==> src/hdl/gcnq_pkg.sv <==
// shared constants, types and address helpers for the grid cell index store
// no dependencies; imported by every other file of the block but gcnq_ram
package gcnq_pkg;

    localparam int MAX_ROWS       = 64;
    localparam int MAX_COLS       = 64;
    localparam int MAX_HALF_WIDTH = 4;
    localparam int INDEX_BITS     = 20;

    localparam int CELL_COUNT  = MAX_ROWS * MAX_COLS;
    localparam int ADDR_BITS   = $clog2(CELL_COUNT);
    localparam int PROD_W      = ADDR_BITS + 1;
    localparam int MEM_W       = INDEX_BITS + 1;
    localparam int QUEUE_DEPTH = 2;

    localparam int FUNC_W   = 2;
    localparam int COORD_W  = 6;
    localparam int INDEX_W  = 20;
    localparam int HW_W     = 3;
    localparam int DIM_W    = 7;
    localparam int SCOORD_W = COORD_W + 2;
    localparam int OFS_W    = 4;

    localparam int CFG_INDEX_W = 2;
    localparam int CFG_DATA_W  = DIM_W;
    localparam int ROWS_RESET  = 64;
    localparam int COLS_RESET  = 64;

    localparam logic [CFG_INDEX_W-1:0] REG_GRID_ROWS = CFG_INDEX_W'(0);
    localparam logic [CFG_INDEX_W-1:0] REG_GRID_COLS = CFG_INDEX_W'(1);

    localparam logic [FUNC_W-1:0] FUNC_ADD     = FUNC_W'(0);
    localparam logic [FUNC_W-1:0] FUNC_LOOKUP  = FUNC_W'(1);
    localparam logic [FUNC_W-1:0] FUNC_DIAMOND = FUNC_W'(2);
    localparam logic [FUNC_W-1:0] FUNC_PATCH   = FUNC_W'(3);

    typedef enum logic [1:0] {OP_ADD, OP_LOOKUP, OP_SCAN} op_t;

    typedef struct packed {
        op_t                   op;
        logic                  diamond;
        logic                  oog;
        logic [ADDR_BITS-1:0]  addr;
        logic [COORD_W-1:0]    x;
        logic [COORD_W-1:0]    y;
        logic [INDEX_BITS-1:0] pidx;
        logic [HW_W-1:0]       hw;
    } cmd_t;

    typedef struct packed {
        logic                 ongrid;
        logic [ADDR_BITS-1:0] addr;
    } loc_t;

    typedef struct packed {
        logic               found;
        logic [INDEX_W-1:0] index;
        logic               last;
        logic               oog;
    } rsp_t;

    function automatic logic [DIM_W-1:0] clamp_dim(input logic [DIM_W-1:0] v,
                                                   input int max_v);
        logic [DIM_W-1:0] r;
        if (v == '0)
            r = DIM_W'(1);
        else if (int'(v) > max_v)
            r = DIM_W'(max_v);
        else
            r = v;
        return r;
    endfunction

    function automatic loc_t cell_locate(input logic signed [SCOORD_W-1:0] xs,
                                         input logic signed [SCOORD_W-1:0] ys,
                                         input logic [DIM_W-1:0] rows,
                                         input logic [DIM_W-1:0] cols);
        loc_t              r;
        logic [PROD_W-1:0] prod;
        r.ongrid = !xs[SCOORD_W-1] && !ys[SCOORD_W-1]
                   && (xs[SCOORD_W-2:0] < cols) && (ys[SCOORD_W-2:0] < rows);
        prod = PROD_W'(ys[COORD_W-1:0]) * PROD_W'(cols);
        r.addr = ADDR_BITS'(prod + PROD_W'(xs[COORD_W-1:0]));
        return r;
    endfunction

    function automatic rsp_t make_rsp(input logic found, input logic [INDEX_W-1:0] index,
                                      input logic last, input logic oog);
        rsp_t r;
        r.found = found;
        r.index = index;
        r.last  = last;
        r.oog   = oog;
        return r;
    endfunction

endpackage

==> src/hdl/gcnq_item_if.sv <==
// input item channel: valid/ready handshake with the request fields
// depends on gcnq_pkg
interface gcnq_item_if;
    import gcnq_pkg::*;

    logic                  valid;
    logic                  ready;
    logic [FUNC_W-1:0]     func;
    logic [COORD_W-1:0]    coord_x;
    logic [COORD_W-1:0]    coord_y;
    logic [INDEX_W-1:0]    point_index;
    logic [HW_W-1:0]       half_width;

    modport source (output valid, func, coord_x, coord_y, point_index, half_width,
                    input ready);
    modport sink (input valid, func, coord_x, coord_y, point_index, half_width,
                  output ready);
endinterface

==> src/hdl/gcnq_front.sv <==
// front end: accepts items, decodes the function, resolves the cell address
// depends on gcnq_pkg and gcnq_item_if
module gcnq_front (
    input  logic                       clearing,
    input  logic [gcnq_pkg::DIM_W-1:0] rows,
    input  logic [gcnq_pkg::DIM_W-1:0] cols,
    gcnq_item_if.sink                  item,
    input  logic                       q_full,
    output logic                       push,
    output gcnq_pkg::cmd_t             cmd
);
    import gcnq_pkg::*;

    loc_t loc;

    assign item.ready = !q_full && !clearing;
    assign push       = item.valid && item.ready;

    always_comb
    begin
        loc = cell_locate(signed'({2'b00, item.coord_x}), signed'({2'b00, item.coord_y}),
                          rows, cols);
        cmd.diamond = item.func == FUNC_DIAMOND;
        cmd.oog     = !loc.ongrid;
        cmd.addr    = loc.addr;
        cmd.x       = item.coord_x;
        cmd.y       = item.coord_y;
        cmd.pidx    = item.point_index[INDEX_BITS-1:0];
        cmd.hw      = (item.half_width > HW_W'(MAX_HALF_WIDTH)) ? HW_W'(MAX_HALF_WIDTH)
                                                                 : item.half_width;
        unique case (item.func) inside
            FUNC_ADD:                 cmd.op = OP_ADD;
            FUNC_LOOKUP:              cmd.op = OP_LOOKUP;
            FUNC_DIAMOND, FUNC_PATCH: cmd.op = OP_SCAN;
            default:                  cmd.op = OP_ADD;
        endcase
    end
endmodule

==> src/flat_wrapper.sv <==
// flat-port wrapper written by rule: the top's interface ports become plain ports
module gcnq_front_flat import gcnq_pkg::*;
  (clearing, rows, cols, q_full, push, cmd, item_valid, item_func, item_coord_x, item_coord_y, item_point_index, item_half_width, item_ready);
  gcnq_item_if item_i ();
  input  logic clearing;
  input  logic [gcnq_pkg::DIM_W-1:0] rows;
  input  logic [gcnq_pkg::DIM_W-1:0] cols;
  input  logic q_full;
  output logic push;
  output gcnq_pkg::cmd_t cmd;
  input wire logic [$bits(item_i.valid)-1:0] item_valid;
  input wire logic [$bits(item_i.func)-1:0] item_func;
  input wire logic [$bits(item_i.coord_x)-1:0] item_coord_x;
  input wire logic [$bits(item_i.coord_y)-1:0] item_coord_y;
  input wire logic [$bits(item_i.point_index)-1:0] item_point_index;
  input wire logic [$bits(item_i.half_width)-1:0] item_half_width;
  output wire logic [$bits(item_i.ready)-1:0] item_ready;
  assign item_i.valid = item_valid;
  assign item_i.func = item_func;
  assign item_i.coord_x = item_coord_x;
  assign item_i.coord_y = item_coord_y;
  assign item_i.point_index = item_point_index;
  assign item_i.half_width = item_half_width;
  assign item_ready = item_i.ready;
  gcnq_front u_core (.clearing(clearing), .rows(rows), .cols(cols), .item(item_i), .q_full(q_full), .push(push), .cmd(cmd));
endmodule
==> config.mk <==
export PLATFORM = sky130hd
export DESIGN_NAME = gcnq_front_flat
export DESIGN_NICKNAME = d
export VERILOG_FILES = /design/src/hdl/gcnq_pkg.sv /design/src/hdl/gcnq_item_if.sv /design/src/hdl/gcnq_front.sv /design/src/flat_wrapper.sv
export SDC_FILE = /design/constraint.sdc
export NUM_CORES = 1
export LEC_CHECK = 0
export ABC_AREA = 1
export BUFFER_PORTS_ARGS = -buffer_cell sky130_fd_sc_hd__buf_2
export CAP_MARGIN = 30
export CORE_UTILIZATION = 50
export DETAILED_ROUTE_END_ITERATION = 12
export PLACE_DENSITY = 0.86
export SLEW_MARGIN = 10
export SYNTH_ARGS = -nofsm -noshare
export SYNTH_HDL_FRONTEND = slang
export SYNTH_SLANG_ARGS = --single-unit
==> constraint.sdc <==
create_clock -name vclk -period 6.4
set_input_delay 1.28 -clock vclk [all_inputs]
set_output_delay 1.28 -clock vclk [all_outputs]
set_load 0.05 [all_outputs]
==> out/qor.yml <==
grt_pass1_wl_um: 8130
grt_pass1_vias: 1961
antenna_cells: 0
drt_iter0_drc: 97
crit_type: "input port to output pin"
syn_avg_cell_area_um2: 6.65
synth.area.top_cells: "ha_1 (23%), fa_1 (21%), nand2_1 (15%)"
row_count: 23
cp_data_required_time_ps: 5120
min_period_ps: 6200
fmax_mhz: 161
synth_area_leader_cell: "ha_1"
layout_setup_ws_ps: 198
die_x_um: 68.6
grt_max_degree: 9
ys_types: 24
multi_input_area_um2: 1650
yosys_warnings: 0
whs_path_depth: 0
power_density_nw_per_um2: 322
tightest_slew_ps: 274
drt_wl_total_um: 4990
synth_fp_nets: 450
initial_core_util: 0.538
die_area_um2: 4700
yosysMostFrequentCell: "nand2_1"
pwr-share-comb: 1.000
cts_resized: 0
area.growth.synth_to_final_pct: 11.5
cp_cell_sequence: "buf_2 > nand2_1 > inv_1 > fa_1 > inv_1 > fa_1 > inv_1 > fa_1 > inv_1 > fa_1 > inv_1 > ha_1 > a21oi_1 > nor2_1 > nor2_1 > nand3_1 > nand2_1 > buf_2"
seq_cell_count: 0
vias_per_cell: 4.91
finalSetupViolations: 0
power_w: 0.000796
core_area_um2: 4120
ir_worst_vdd_mv: 0.463
crit_path_end_kind: "output pin"
crit_path_max_incr_delay_ps: 550
hp-class: "input port to output pin"
wl_per_cell_um: 11.7
nets: 495
crit_arrival_ps: 4920
p_leak_nw: 1.75
gr-total-overflow: 0
intPower_w: 0.000242
synth_area_um2: 2220
seq_power_share: 0
clock_power_share: 0
cap_violations: 0
utilization: 0.600
finalCritPeriodShare: 0.969
path_common_cell: "inv_1"
io_buffer_count: 67
power.share.switching: 0.696
worst_setup_path_start_kind: "input port"
drc: 0
drv_slew: 0
syn_inst: 333
cp_max_fo: 7
worst-path-buf-inv: 7
place_area_um2: 2440
nFillCells: 394
grt_usage: 0.224
seqCellArea_um2: 0
status: "completed"
holdBufCountCts: 0
n_clock_buffer: 0
max_slew_margin: 0.817
post-place-ws_ps: 134
yosysSeqAreaShare: 0
yosysTopAreaCellShare: 0.226
die_h_um: 68.6
power.switching_w: 0.000554
cpLargestDelayFamily: "adder cells"
cts_setup_buffers: 0
finish.instance_area_um2: 2470
cp_slowest_cell: "fa_1"
place.gp.congestion: 0.867
antenna_found_initial: 0
hold_viol: 0
drive_gt1_frac: 0.245
dp_hpwl_um: 4480
pin_count: 107
num_vias: 2093
ys_top_cells_by_count: "nand2_1 (90), inv_1 (85), ha_1 (40)"
min_from: "item_point_index[7]"
ant_nets: 0
drt_pass1_iterations: 4
min_to: "cmd[10]"
## cells in the final DEF, fill, tap and decap left out, types with 3 or more instances in the layout
cell and count:
fa_1 23, xor2_1 4, nand3_2 3, nand2_1 90, nand2_2 4, buf_4 13
a21oi_1 9, nand4_1 3, nor2_1 13, nand3_1 10, inv_1 85, buf_2 64
ha_1 39
## worst max-delay path by stage
stage | slack [ps] | from | endpoint | depth (start not counted)
2_1_floorplan | 40 | item_coord_y[0] | cmd[41] | 18
3_3_place_gp | 180 | cols[3] | cmd[41] | 17
4_1_cts | 110 | cols[3] | cmd[46] | 22
6_report | 200 | cols[3] | cmd[44] | 18
3_5_place_dp | 130 | cols[3] | cmd[46] | 22
5_1_grt | -2 | cols[3] | cmd[44] | 18
## area by class of cell
| type | instances | share of cell area |
|---|---|---|
| repair buffers | 78 | 0.174 |
| multi-input cells | 211 | 0.669 |
| inverters | 87 | 0.132 |
| well taps | 50 | 0.0253 |
## cell families (layout without fill, tap and decap cells)
group / count (synthesis) / after routing / share of synthesized area
AND/OR/NAND/NOR: 126 / 126 / 0.239
AO/OA/AOI/OAI: 16 / 16 / 0.0418
XOR/XNOR: 6 / 6 / 0.0237
buffers and inverters: 122 / 165 / 0.261
adder cells (fa/ha/maj): 63 / 63 / 0.434
## power by group through the flow
stage	combinational [W]	sequential (W)	clock, W
after floorplan	0.000638	0	0
after global placement	0.000747	0	0
after detailed placement	0.000764	0	0
after CTS	0.000769	0	0
after global routing	0.000869	0	0
final	0.000796	0	0
## stage by stage
stage | hold WS (ps) | TNS (ps) | cells
floorplan | 2730 | 0 | 333
global placement | 2560 | 0 | 426
detailed placement | 2560 | 0 | 426
CTS | 2560 | 0 | 426
global route | 2560 | -2.09 | 426
finish | 2560 | 0 | 426
## layer usage
layer,wire (µm),GRT usage
met5,0,0
met4,88,0.0625
met3,247,0.0181
met2,2630,0.426
met1,2030,0.265
Note: power is estimated with default switching activity, not from simulation.
