## config.mk

```make
export PLATFORM = sky130hd
export DESIGN_NAME = gcnq_queue
export DESIGN_NICKNAME = d
export VERILOG_FILES = /design/src/hdl/gcnq_pkg.sv /design/src/hdl/gcnq_queue.sv
export SDC_FILE = /design/constraint.sdc
export NUM_CORES = 1
export LEC_CHECK = 0
export BUFFER_PORTS_ARGS = -buffer_cell sky130_fd_sc_hd__buf_2
export CORE_MARGIN = 2
export CORE_UTILIZATION = 39
export DETAILED_ROUTE_END_ITERATION = 10
export GPL_ROUTABILITY_DRIVEN = 1
export GPL_TIMING_DRIVEN = 0
export SYNTH_ARGS = -nofsm -noshare
export SYNTH_HDL_FRONTEND = slang
export SYNTH_SLANG_ARGS = --single-unit
```

## constraint.sdc

```tcl
create_clock -name clk -period 3.1 [get_ports clk]
set_input_delay 0.155 -clock clk [delete_from_list [all_inputs] [get_ports clk]]
set_output_delay 0.155 -clock clk [all_outputs]
set_load 0.005 [all_outputs]
```

## src/hdl/gcnq_pkg.sv

```systemverilog
// shared constants, types and address helpers for the grid cell index store
// no dependencies; imported by every other file of the block but gcnq_ram
package gcnq_pkg;

    localparam int MAX_ROWS       = 64;
    localparam int MAX_COLS       = 64;
    localparam int MAX_HALF_WIDTH = 4;
    localparam int INDEX_BITS     = 20;

    localparam int CELL_COUNT  = MAX_ROWS * MAX_COLS;
    localparam int ADDR_BITS   = $clog2(CELL_COUNT);
    localparam int PROD_W      = ADDR_BITS + 1;
    localparam int MEM_W       = INDEX_BITS + 1;
    localparam int QUEUE_DEPTH = 2;

    localparam int FUNC_W   = 2;
    localparam int COORD_W  = 6;
    localparam int INDEX_W  = 20;
    localparam int HW_W     = 3;
    localparam int DIM_W    = 7;
    localparam int SCOORD_W = COORD_W + 2;
    localparam int OFS_W    = 4;

    localparam int CFG_INDEX_W = 2;
    localparam int CFG_DATA_W  = DIM_W;
    localparam int ROWS_RESET  = 64;
    localparam int COLS_RESET  = 64;

    localparam logic [CFG_INDEX_W-1:0] REG_GRID_ROWS = CFG_INDEX_W'(0);
    localparam logic [CFG_INDEX_W-1:0] REG_GRID_COLS = CFG_INDEX_W'(1);

    localparam logic [FUNC_W-1:0] FUNC_ADD     = FUNC_W'(0);
    localparam logic [FUNC_W-1:0] FUNC_LOOKUP  = FUNC_W'(1);
    localparam logic [FUNC_W-1:0] FUNC_DIAMOND = FUNC_W'(2);
    localparam logic [FUNC_W-1:0] FUNC_PATCH   = FUNC_W'(3);

    typedef enum logic [1:0] {OP_ADD, OP_LOOKUP, OP_SCAN} op_t;

    typedef struct packed {
        op_t                   op;
        logic                  diamond;
        logic                  oog;
        logic [ADDR_BITS-1:0]  addr;
        logic [COORD_W-1:0]    x;
        logic [COORD_W-1:0]    y;
        logic [INDEX_BITS-1:0] pidx;
        logic [HW_W-1:0]       hw;
    } cmd_t;

    typedef struct packed {
        logic                 ongrid;
        logic [ADDR_BITS-1:0] addr;
    } loc_t;

    typedef struct packed {
        logic               found;
        logic [INDEX_W-1:0] index;
        logic               last;
        logic               oog;
    } rsp_t;

    function automatic logic [DIM_W-1:0] clamp_dim(input logic [DIM_W-1:0] v,
                                                   input int max_v);
        logic [DIM_W-1:0] r;
        if (v == '0)
            r = DIM_W'(1);
        else if (int'(v) > max_v)
            r = DIM_W'(max_v);
        else
            r = v;
        return r;
    endfunction

    function automatic loc_t cell_locate(input logic signed [SCOORD_W-1:0] xs,
                                         input logic signed [SCOORD_W-1:0] ys,
                                         input logic [DIM_W-1:0] rows,
                                         input logic [DIM_W-1:0] cols);
        loc_t              r;
        logic [PROD_W-1:0] prod;
        r.ongrid = !xs[SCOORD_W-1] && !ys[SCOORD_W-1]
                   && (xs[SCOORD_W-2:0] < cols) && (ys[SCOORD_W-2:0] < rows);
        prod = PROD_W'(ys[COORD_W-1:0]) * PROD_W'(cols);
        r.addr = ADDR_BITS'(prod + PROD_W'(xs[COORD_W-1:0]));
        return r;
    endfunction

    function automatic rsp_t make_rsp(input logic found, input logic [INDEX_W-1:0] index,
                                      input logic last, input logic oog);
        rsp_t r;
        r.found = found;
        r.index = index;
        r.last  = last;
        r.oog   = oog;
        return r;
    endfunction

endpackage

```

## src/hdl/gcnq_queue.sv

```systemverilog
// short command queue between the front classifier and the back sequencer
// depends on gcnq_pkg
module gcnq_queue (
    input  logic            clk,
    input  logic            rst_n,
    input  logic            push,
    input  gcnq_pkg::cmd_t  wr_cmd,
    output logic            full,
    output logic            valid,
    output gcnq_pkg::cmd_t  rd_cmd,
    input  logic            pop
);
    import gcnq_pkg::*;

    localparam int PTR_W = (QUEUE_DEPTH > 1) ? $clog2(QUEUE_DEPTH) : 1;
    localparam int CNT_W = $clog2(QUEUE_DEPTH + 1);

    cmd_t             entry_reg [QUEUE_DEPTH];
    logic [PTR_W-1:0] wr_ptr_reg;
    logic [PTR_W-1:0] rd_ptr_reg;
    logic [CNT_W-1:0] count_reg;

    assign full   = count_reg == CNT_W'(QUEUE_DEPTH);
    assign valid  = count_reg != '0;
    assign rd_cmd = entry_reg[rd_ptr_reg];

    always_ff @(posedge clk or negedge rst_n)
    begin
        if (!rst_n)
        begin
            wr_ptr_reg <= '0;
            rd_ptr_reg <= '0;
            count_reg  <= '0;
        end
        else
        begin
            if (push)
            begin
                entry_reg[wr_ptr_reg] <= wr_cmd;
                wr_ptr_reg <= (wr_ptr_reg == PTR_W'(QUEUE_DEPTH - 1)) ? '0
                                                                       : wr_ptr_reg + 1'b1;
            end
            if (pop)
                rd_ptr_reg <= (rd_ptr_reg == PTR_W'(QUEUE_DEPTH - 1)) ? '0
                                                                       : rd_ptr_reg + 1'b1;
            if (push && !pop)
                count_reg <= count_reg + 1'b1;
            else if (pop && !push)
                count_reg <= count_reg - 1'b1;
        end
    end
endmodule

```

==> results of run 1 <==
## metrics by stage
| step | hold WS (ns) | setup TNS, ns |
|---|---|---|
| 2_1_floorplan | -0.141 | 0 |
| 3_3_place_gp | -0.0263 | -65.63 |
| 3_5_place_dp | -0.0208 | 0 |
| 4_1_cts | 0.118 | 0 |
| 5_1_grt | 0.135 | 0 |
| 6_report | 0.142 | 0 |
## cell usage in the layout, fill, tap and decap left out, types with 2 or more instances in the layout
cell type      count
buf_2            107
edfxtp_1         102
dlygate4sd3_1     54
mux2_4            49
clkbuf_8           9
buf_12             7
xor2_1             4
dfrtp_1            4
clkbuf_1           3
mux2_2             2
clkinv_2           2
## synthesized netlist by cell type
library cell	count	area share
edfxtp_1	102	0.74
mux2_4	49	0.18
buf_12	5	0.024
dfrtp_1	4	0.024
xor2_1	4	0.0085
mux2_2	2	0.0055
nor2_1	2	0.0018
and3_1	1	0.0015
buf_6	1	0.0027
ha_1	1	0.0030
inv_1	1	0.00091
nand2_1	1	0.00091
nor2b_1	1	0.0015
or2_2	1	0.0015
xnor2_1	1	0.0021
## kinds of logic after synthesis
group | after synthesis | synth area share
and+or+nand+nor | 6 | 0.00729
adders and majority gates | 1 | 0.00303
buffers and inverters | 7 | 0.0279
DFF | 106 | 0.767
xor gates and xnor gates | 5 | 0.0106
muxes | 51 | 0.184
## per-layer routing
layer,global-route usage,vias up
met5,0,-
met4,0.0696,0
met3,0.0286,12
met2,0.219,72
met1,0.151,1039
li1,-,1030
## layout make-up
class                           instances  area share
Clock buffer                           12      0.0243
Tap cell                              136      0.0305
Inverter                                1    0.000674
Clock inverter                          3     0.00314
Sequential cell                       106       0.568
Timing Repair Buffer                  163       0.200
Buffer                                  6      0.0200
Multi-Input combinational cell         63       0.153
## where the power goes
group	switching (mW)	internal [mW]
clock network	0.418	0.286
logic	0.527	0.809
registers	0.0561	1.76
## what timing repair did
item / 4_1_cts / 5_1_grt
hold buffers: 54 / 0
gates resized for setup: 0 / 0
hold endpoints to repair: 108 / 0
## worst min path at each step
| stage | depth (start not counted) | endpoint |
|---|---|---|
| floorplan | 0 | count_reg[0] |
| global placement | 1 | count_reg[1] |
| detailed placement | 1 | count_reg[0] |
| CTS | 2 | count_reg[0] |
| global route | 2 | rd_ptr_reg |
| finish | 2 | rd_ptr_reg |
## critical path, stage by stage
cell and delay (ns):
dlygate4sd3_1 0.52, buf_2 0.17, nand2_1 0.11, nor2_4 0.63, buf_12 0.28
==> results.tsv, run 1 <==
stage	metric	value	unit
status	status	finished, final reports clean	
placement	port_buffers	107	
timing	tightest_slew	0.804	ns
drt	vias_per_cell	4.39	
power_and_ir_drop	power.density	692	mW/mm^2
floorplanning	core_area	0.0103	sq mm
yosys	ys_types	15	
worst_setup_path	critPathCaptureType	register	
worst_setup_path	cp.required	3.16	ns
final_layout	largest_reg_flops	102	
yosys	syn_area	0.00412	sq mm
worst_setup_path	r2r_end	entry_reg[0][33]	
yosys	syn_inst	176	
clock_network	cts_made_buffers	9	
timing	relSlewSlack	0.463	
drt	drt-initial-drc-count	50	
grt	grt_pass1_vias	2249	
power_and_ir_drop	ir_drop	0.281	mV
placement	place_ws	1.38	ns
timing	setup_ws	1.28	ns
worst_setup_path	path_max_fanout	27	
floorplanning	rows	37	
timing	rsz0062_at_grt	false	
grt	grt_max_degree	33	
yosys	yosysWarnings	0	
clock_network	clk_pin_slew	0.08	ns
power_and_ir_drop	p_total	3.86	mW
final_layout	drive_gt1_frac	0.511	
final_layout	seq_area	0.00316	sq mm
worst_setup_path	reg2reg_from	wr_ptr_reg	
final_layout	fin_cells	490	
drt	wl	7030	microns
clock_network	clock-root-buffer	clkbuf_8	
yosys	synthesis.nets	232	
clock_network	clockBufferDepth	2	
clock_network	cts_setup_buffers	0	
clock_network	cts_tree	yes	
floorplanning	die_w	107	microns
floorplanning	start_util	0.401	
drt	dr_wl_met3	375	microns
grt	grt.total_usage	0.128	
floorplanning	io_pins	108	
yosys	synth_seq_area_share	0.767	
drt	drtPass1Iterations	4	
yosys	ys_seq_elements	106	
worst_setup_path	path_class	in2reg	
worst_setup_path	critPathLaunch	rst_n	
floorplanning	fp.dieH	107	microns
final_layout	multiInputGateArea	853	sq um
worst_setup_path	arrival	1.88	ns
drt	wl_met2	3560	microns
drt	highest_layer	met4	
drt	dr_total_vias	2153	
timing	setup_viol	0	
timing	fin_crit	1.82	ns
final_layout	n_antenna_cell	0	
final_layout	nFillCells	873	
job	cap_violations	0	
final_layout	fin_area	0.00557	sq mm
timing	fmax	549	MHz
worst_setup_path	cp-start-kind	input port	
hold_path	hp-class	in2async	
yosys	syn_area_per_cell	23.4	sq um
final_layout	utilization	0.542	
final_layout	fin_nets	406	
worst_setup_path	rrSetupSlack	1.41	ns
grt	grt_first_pass_wirelength	10900	microns
drt	drc	0	
placement	placed_area	0.00488	sq mm
final_layout	syn2layout_area_growth	35.1	%
clock_network	cts_sinks	106	
grt	grt_antenna_before_repair	0	
drt	avgRoutedWirePerCell	14.3	microns
drt	met1Wirelength	2920	microns
placement	routabilityCongestion	0.654	
worst_setup_path	cp-endpoint	entry_reg[0][33]	
worst_setup_path	reg2reg_depth	2	
timing	final_max_slew_viol_count	0	
timing	worst_clock_skew	0.00521	ns
drt	ant_nets	0	
timing	final.period_utilization	0.587	
floorplanning	dieArea	0.0114	sq mm
clock_network	h-tree-depth	3	
placement	dp_cells	421	
clock_network	clock_latency	0.35	ns
grt	grt-ovfl-total	0	
timing	finalHoldViolations	0	
power_and_ir_drop	power.leakage	2.24	nW
No activity file was read; power rests on OpenSTA's default activity.
==> inputs of run 2 (changes only) <==
ABC_AREA = 1   (was default)
clock period = 1.85 ns   (was 3.1 ns; I/O delays follow)
==> run 2 against run 1 <==
Sequential power is 67% higher. Global-route usage down 0.39 points. Synthesized cell count increased by 4.5%. Largest power group unchanged. Via count grew 1.3%. Die area increased by 0.38%. First-iteration DRC count up 28%. Combinational power is 68% higher. Highest routed layer unchanged. Sequential cell count did not move.
==> results.tsv, run 2 <==
stage	metric	value	unit	change
timing	final_max_slew_viol_count	0		unchanged
yosys	synth_top_area_cell	edfxtp_1		unchanged
clock_network	cts_setup_buffers	0		unchanged
final_layout	fin_area	0.00561	sq mm	was 0.00557 sq mm
yosys	synth_common_cells	edfxtp_1 (102), mux2_4 (49), inv_1 (6), nand2_1 (6), buf_12 (5)		was edfxtp_1 (102), mux2_4 (49), buf_12 (5)
grt	grt_first_pass_wirelength	10800	microns	was 10,900 microns
grt	grt.total_usage	0.125		was 0.128
yosys	synth_edf_count	102		unchanged
grt	grt_antenna_before_repair	0		unchanged
clock_network	clock-root-buffer	clkbuf_8		unchanged
grt	grt_pass1_vias	2199		was 2,249
worst_setup_path	slowest_delay	0.62	ns	was 0.63 ns
worst_setup_path	reg2reg_depth	2		unchanged
placement	port_buffers	107		unchanged
final_layout	nFillCells	825		was 873
timing	tightest_slew	0.803	ns	was 0.804 ns
timing	final.period_utilization	0.929		
worst_setup_path	cp.required	1.90	ns	was 3.16 ns
drt	dr_wl_met3	393	microns	was 375 microns
yosys	synth_most_common_cell	edfxtp_1		unchanged
timing	fin_crit	1.72	ns	
worst_setup_path	crit_path_cell_trace	dlygate4sd3_1 > buf_2 > nand2_2 > nor2_4 > buf_12		was dlygate4sd3_1 > buf_2 > nand2_1 > nor2_4 > buf_12
worst_setup_path	cpMaxStageDelayCell	nor2_4		unchanged
yosys	synth_ff_type	edfxtp_1		unchanged
worst_setup_path	path_max_fanout	28		was 27
power_and_ir_drop	power.density	1170	mW/mm^2	was 692 mW/mm^2
worst_setup_path	critPathCaptureType	register		unchanged
timing	relSlewSlack	0.464		was 0.463
timing	setup-tns-final	0	ns	unchanged
clock_network	cts_tree	yes		unchanged
timing	finalHoldViolations	0		unchanged
final_layout	fin_nets	414		was 406
final_layout	syn2layout_area_growth	35.5	%	was 35.1%
worst_setup_path	rrSetupSlack	0.16	ns	was 1.41 ns
yosys	async_flop_share	0.0377		unchanged
clock_network	clk_pin_slew	0.09	ns	was 0.08 ns
worst_setup_path	path_class	in2reg		unchanged
timing	rsz0062_at_grt	false		unchanged
yosys	synth_top_cell_area_share	0.740		was 0.743
final_layout	final_cell_mix	buf_2 (107), edfxtp_1 (102), dlygate4sd3_1 (54)		unchanged
status	status	finished, final reports clean		unchanged
final_layout	n_antenna_cell	0		unchanged
timing	setup_viol	0		unchanged
floorplanning	start_util	0.401		about the same
clock_network	cts_made_buffers	9		unchanged
yosys	synthesis.nets	240		was 232
clock_network	clockBufferDepth	2		unchanged
placement	hpwl	4400	microns	
yosys	ys_types	14		was 15
drt	vias_per_cell	4.38		was 4.39
placement	routabilityCongestion	0.646		was 0.654
yosys	syn_area_per_cell	22.5	sq um	was 23.4 sq um
drt	highest_layer	met4		unchanged
worst_setup_path	reg2reg_from	wr_ptr_reg		unchanged
worst_setup_path	r2r_end	entry_reg[0][31]		was entry_reg[0][33]
job	cap_violations	0		unchanged
drt	drt-initial-drc-count	64		was 50
yosys	ys_seq_elements	106		unchanged
drt	drtPass1Iterations	6		was 4
floorplanning	dieArea	0.0115	sq mm	was 0.0114 sq mm
final_layout	largest_reg_flops	102		unchanged
yosys	yosys-top-cells-area	edfxtp_1 (74%), mux2_4 (18%), buf_12 (2.4%), dfrtp_1 (2.4%), inv_1 (0.54%)		was edfxtp_1 (74%), mux2_4 (18%), buf_12 (2.4%), dfrtp_1 (2.4%), xor2_1 (0.85%)
clock_network	cts_sinks	106		unchanged
yosys	synth_seq_area_share	0.764		was 0.767
floorplanning	io_pins	108		unchanged
drt	drc	0		unchanged
grt	grt_max_degree	29		was 33
drt	wl	6970	microns	was 7030 microns
final_layout	drive_gt1_frac	0.511		about the same
floorplanning	die_w	107	microns	about the same
drt	wl_met2	3520	microns	was 3560 microns
drt	met1Wirelength	2950	microns	was 2920 microns
timing	fmax	582	MHz	
yosys	syn_area	0.00414	sq mm	was 0.00412 sq mm
grt	grt-ovfl-total	0		unchanged
timing	worst_clock_skew	0.0114	ns	was 0.00521 ns
drt	ant_nets	0		unchanged
hold_path	hp-class	in2async		unchanged
placement	placed_area	0.00490	sq mm	was 0.00488 sq mm
timing	holdWs	0.140	ns	was 0.142 ns
clock_network	clock_latency	0.36	ns	was 0.35 ns
worst_setup_path	arrival	1.77	ns	was 1.88 ns
power_and_ir_drop	power.leakage	2.26	nW	was 2.24 nW
worst_setup_path	cp-start-kind	input port		unchanged
yosys	yosysWarnings	0		unchanged
yosys	syn_inst	184		was 176
final_layout	layout_commonest_cell	buf_2		unchanged
floorplanning	rows	37		unchanged
worst_setup_path	path_buf_inv	3		unchanged
floorplanning	core_area	0.0103	sq mm	about the same
worst_setup_path	crit_family	buffers and inverters		unchanged
drt	avgRoutedWirePerCell	14.0	microns	was 14.3 microns
floorplanning	fp.dieH	107	microns	about the same
drt	dr_total_vias	2180		was 2,153
power_and_ir_drop	ir_drop	0.594	mV	was 0.281 mV
clock_network	h-tree-depth	3		unchanged
==> run 2: cell count changes in the layout (fill, tap and decap cells not counted), moves of 2 or more <==
| cell | delta |
|---|---|
| nand2_1 | +4 |
| clkbuf_1 | -3 |
| inv_1 | +4 |
| inv_6 | +2 |
| xor2_1 | -2 |
==> run 2: through the flow <==
step / util / total power [mW] / worst slack (ns) / cells
after floorplan: - / 4.60 / 0.179 / 184
after global placement: 0.471 / 5.26 / -0.332 / 427
after detailed placement: 0.475 / 5.30 / 0.0454 / 429
after CTS: 0.543 / 6.65 / 0.0318 / 498
after global routing: 0.543 / 6.89 / 0.0172 / 498
final: 0.543 / 6.54 / 0.132 / 498
==> run 2: kinds of logic (layout without fill, tap and decap cells) <==
logic type	Yosys count	after routing	synth area share
xor+xnor	3	3	0.00635
fa+ha+maj	1	1	0.00302
buf+inv	12	190	0.0323
flops	106	106	0.764
mux	51	51	0.183
simple gates	11	11	0.0109
==> run 2: per-layer routing <==
layer,vias to the layer above,global-route usage
li1,1052,-
met1,1037,0.157
met2,81,0.209
met3,10,0.0225
met4,0,0.0557
met5,-,0
==> run 2: how the worst max path moves through the flow <==
stage	cells after the start	end	slack, ns	start
6_report	5	entry_reg[0][31]	0.13	push
5_1_grt	5	entry_reg[0][37]	0.02	push
4_1_cts	3	entry_reg[1][37]	0.03	wr_ptr_reg
3_3_place_gp	2	entry_reg[1][32]	-0.33	wr_ptr_reg
2_1_floorplan	2	entry_reg[1][0]	0.18	wr_ptr_reg
3_5_place_dp	3	entry_reg[1][38]	0.05	wr_ptr_reg
==> run 2: what timing repair did <==
item / CTS / global route
hold buffers: 54 / 0
hold endpoints to repair: 108 / 0
setup endpoints to repair: 0 / 56
resized for setup: 0 / 3
==> run 2: cell type report <==
class	count	area, sq um	area share
Clock buffer	9	124	0.0221
Multi-Input combinational cell	66	860	0.153
Tap cell	136	170	0.0303
Sequential cell	106	3160	0.564
Buffer	6	111	0.0199
Inverter	6	22.5	0.00402
Timing Repair Buffer	163	1120	0.199
Clock inverter	6	41.3	0.00736
==> run 2: report_power, final <==
| part | switching [mW] | internal, mW |
|---|---|---|
| Combinational | 0.899 | 1.35 |
| Clock | 0.761 | 0.485 |
| Sequential | 0.0900 | 2.95 |
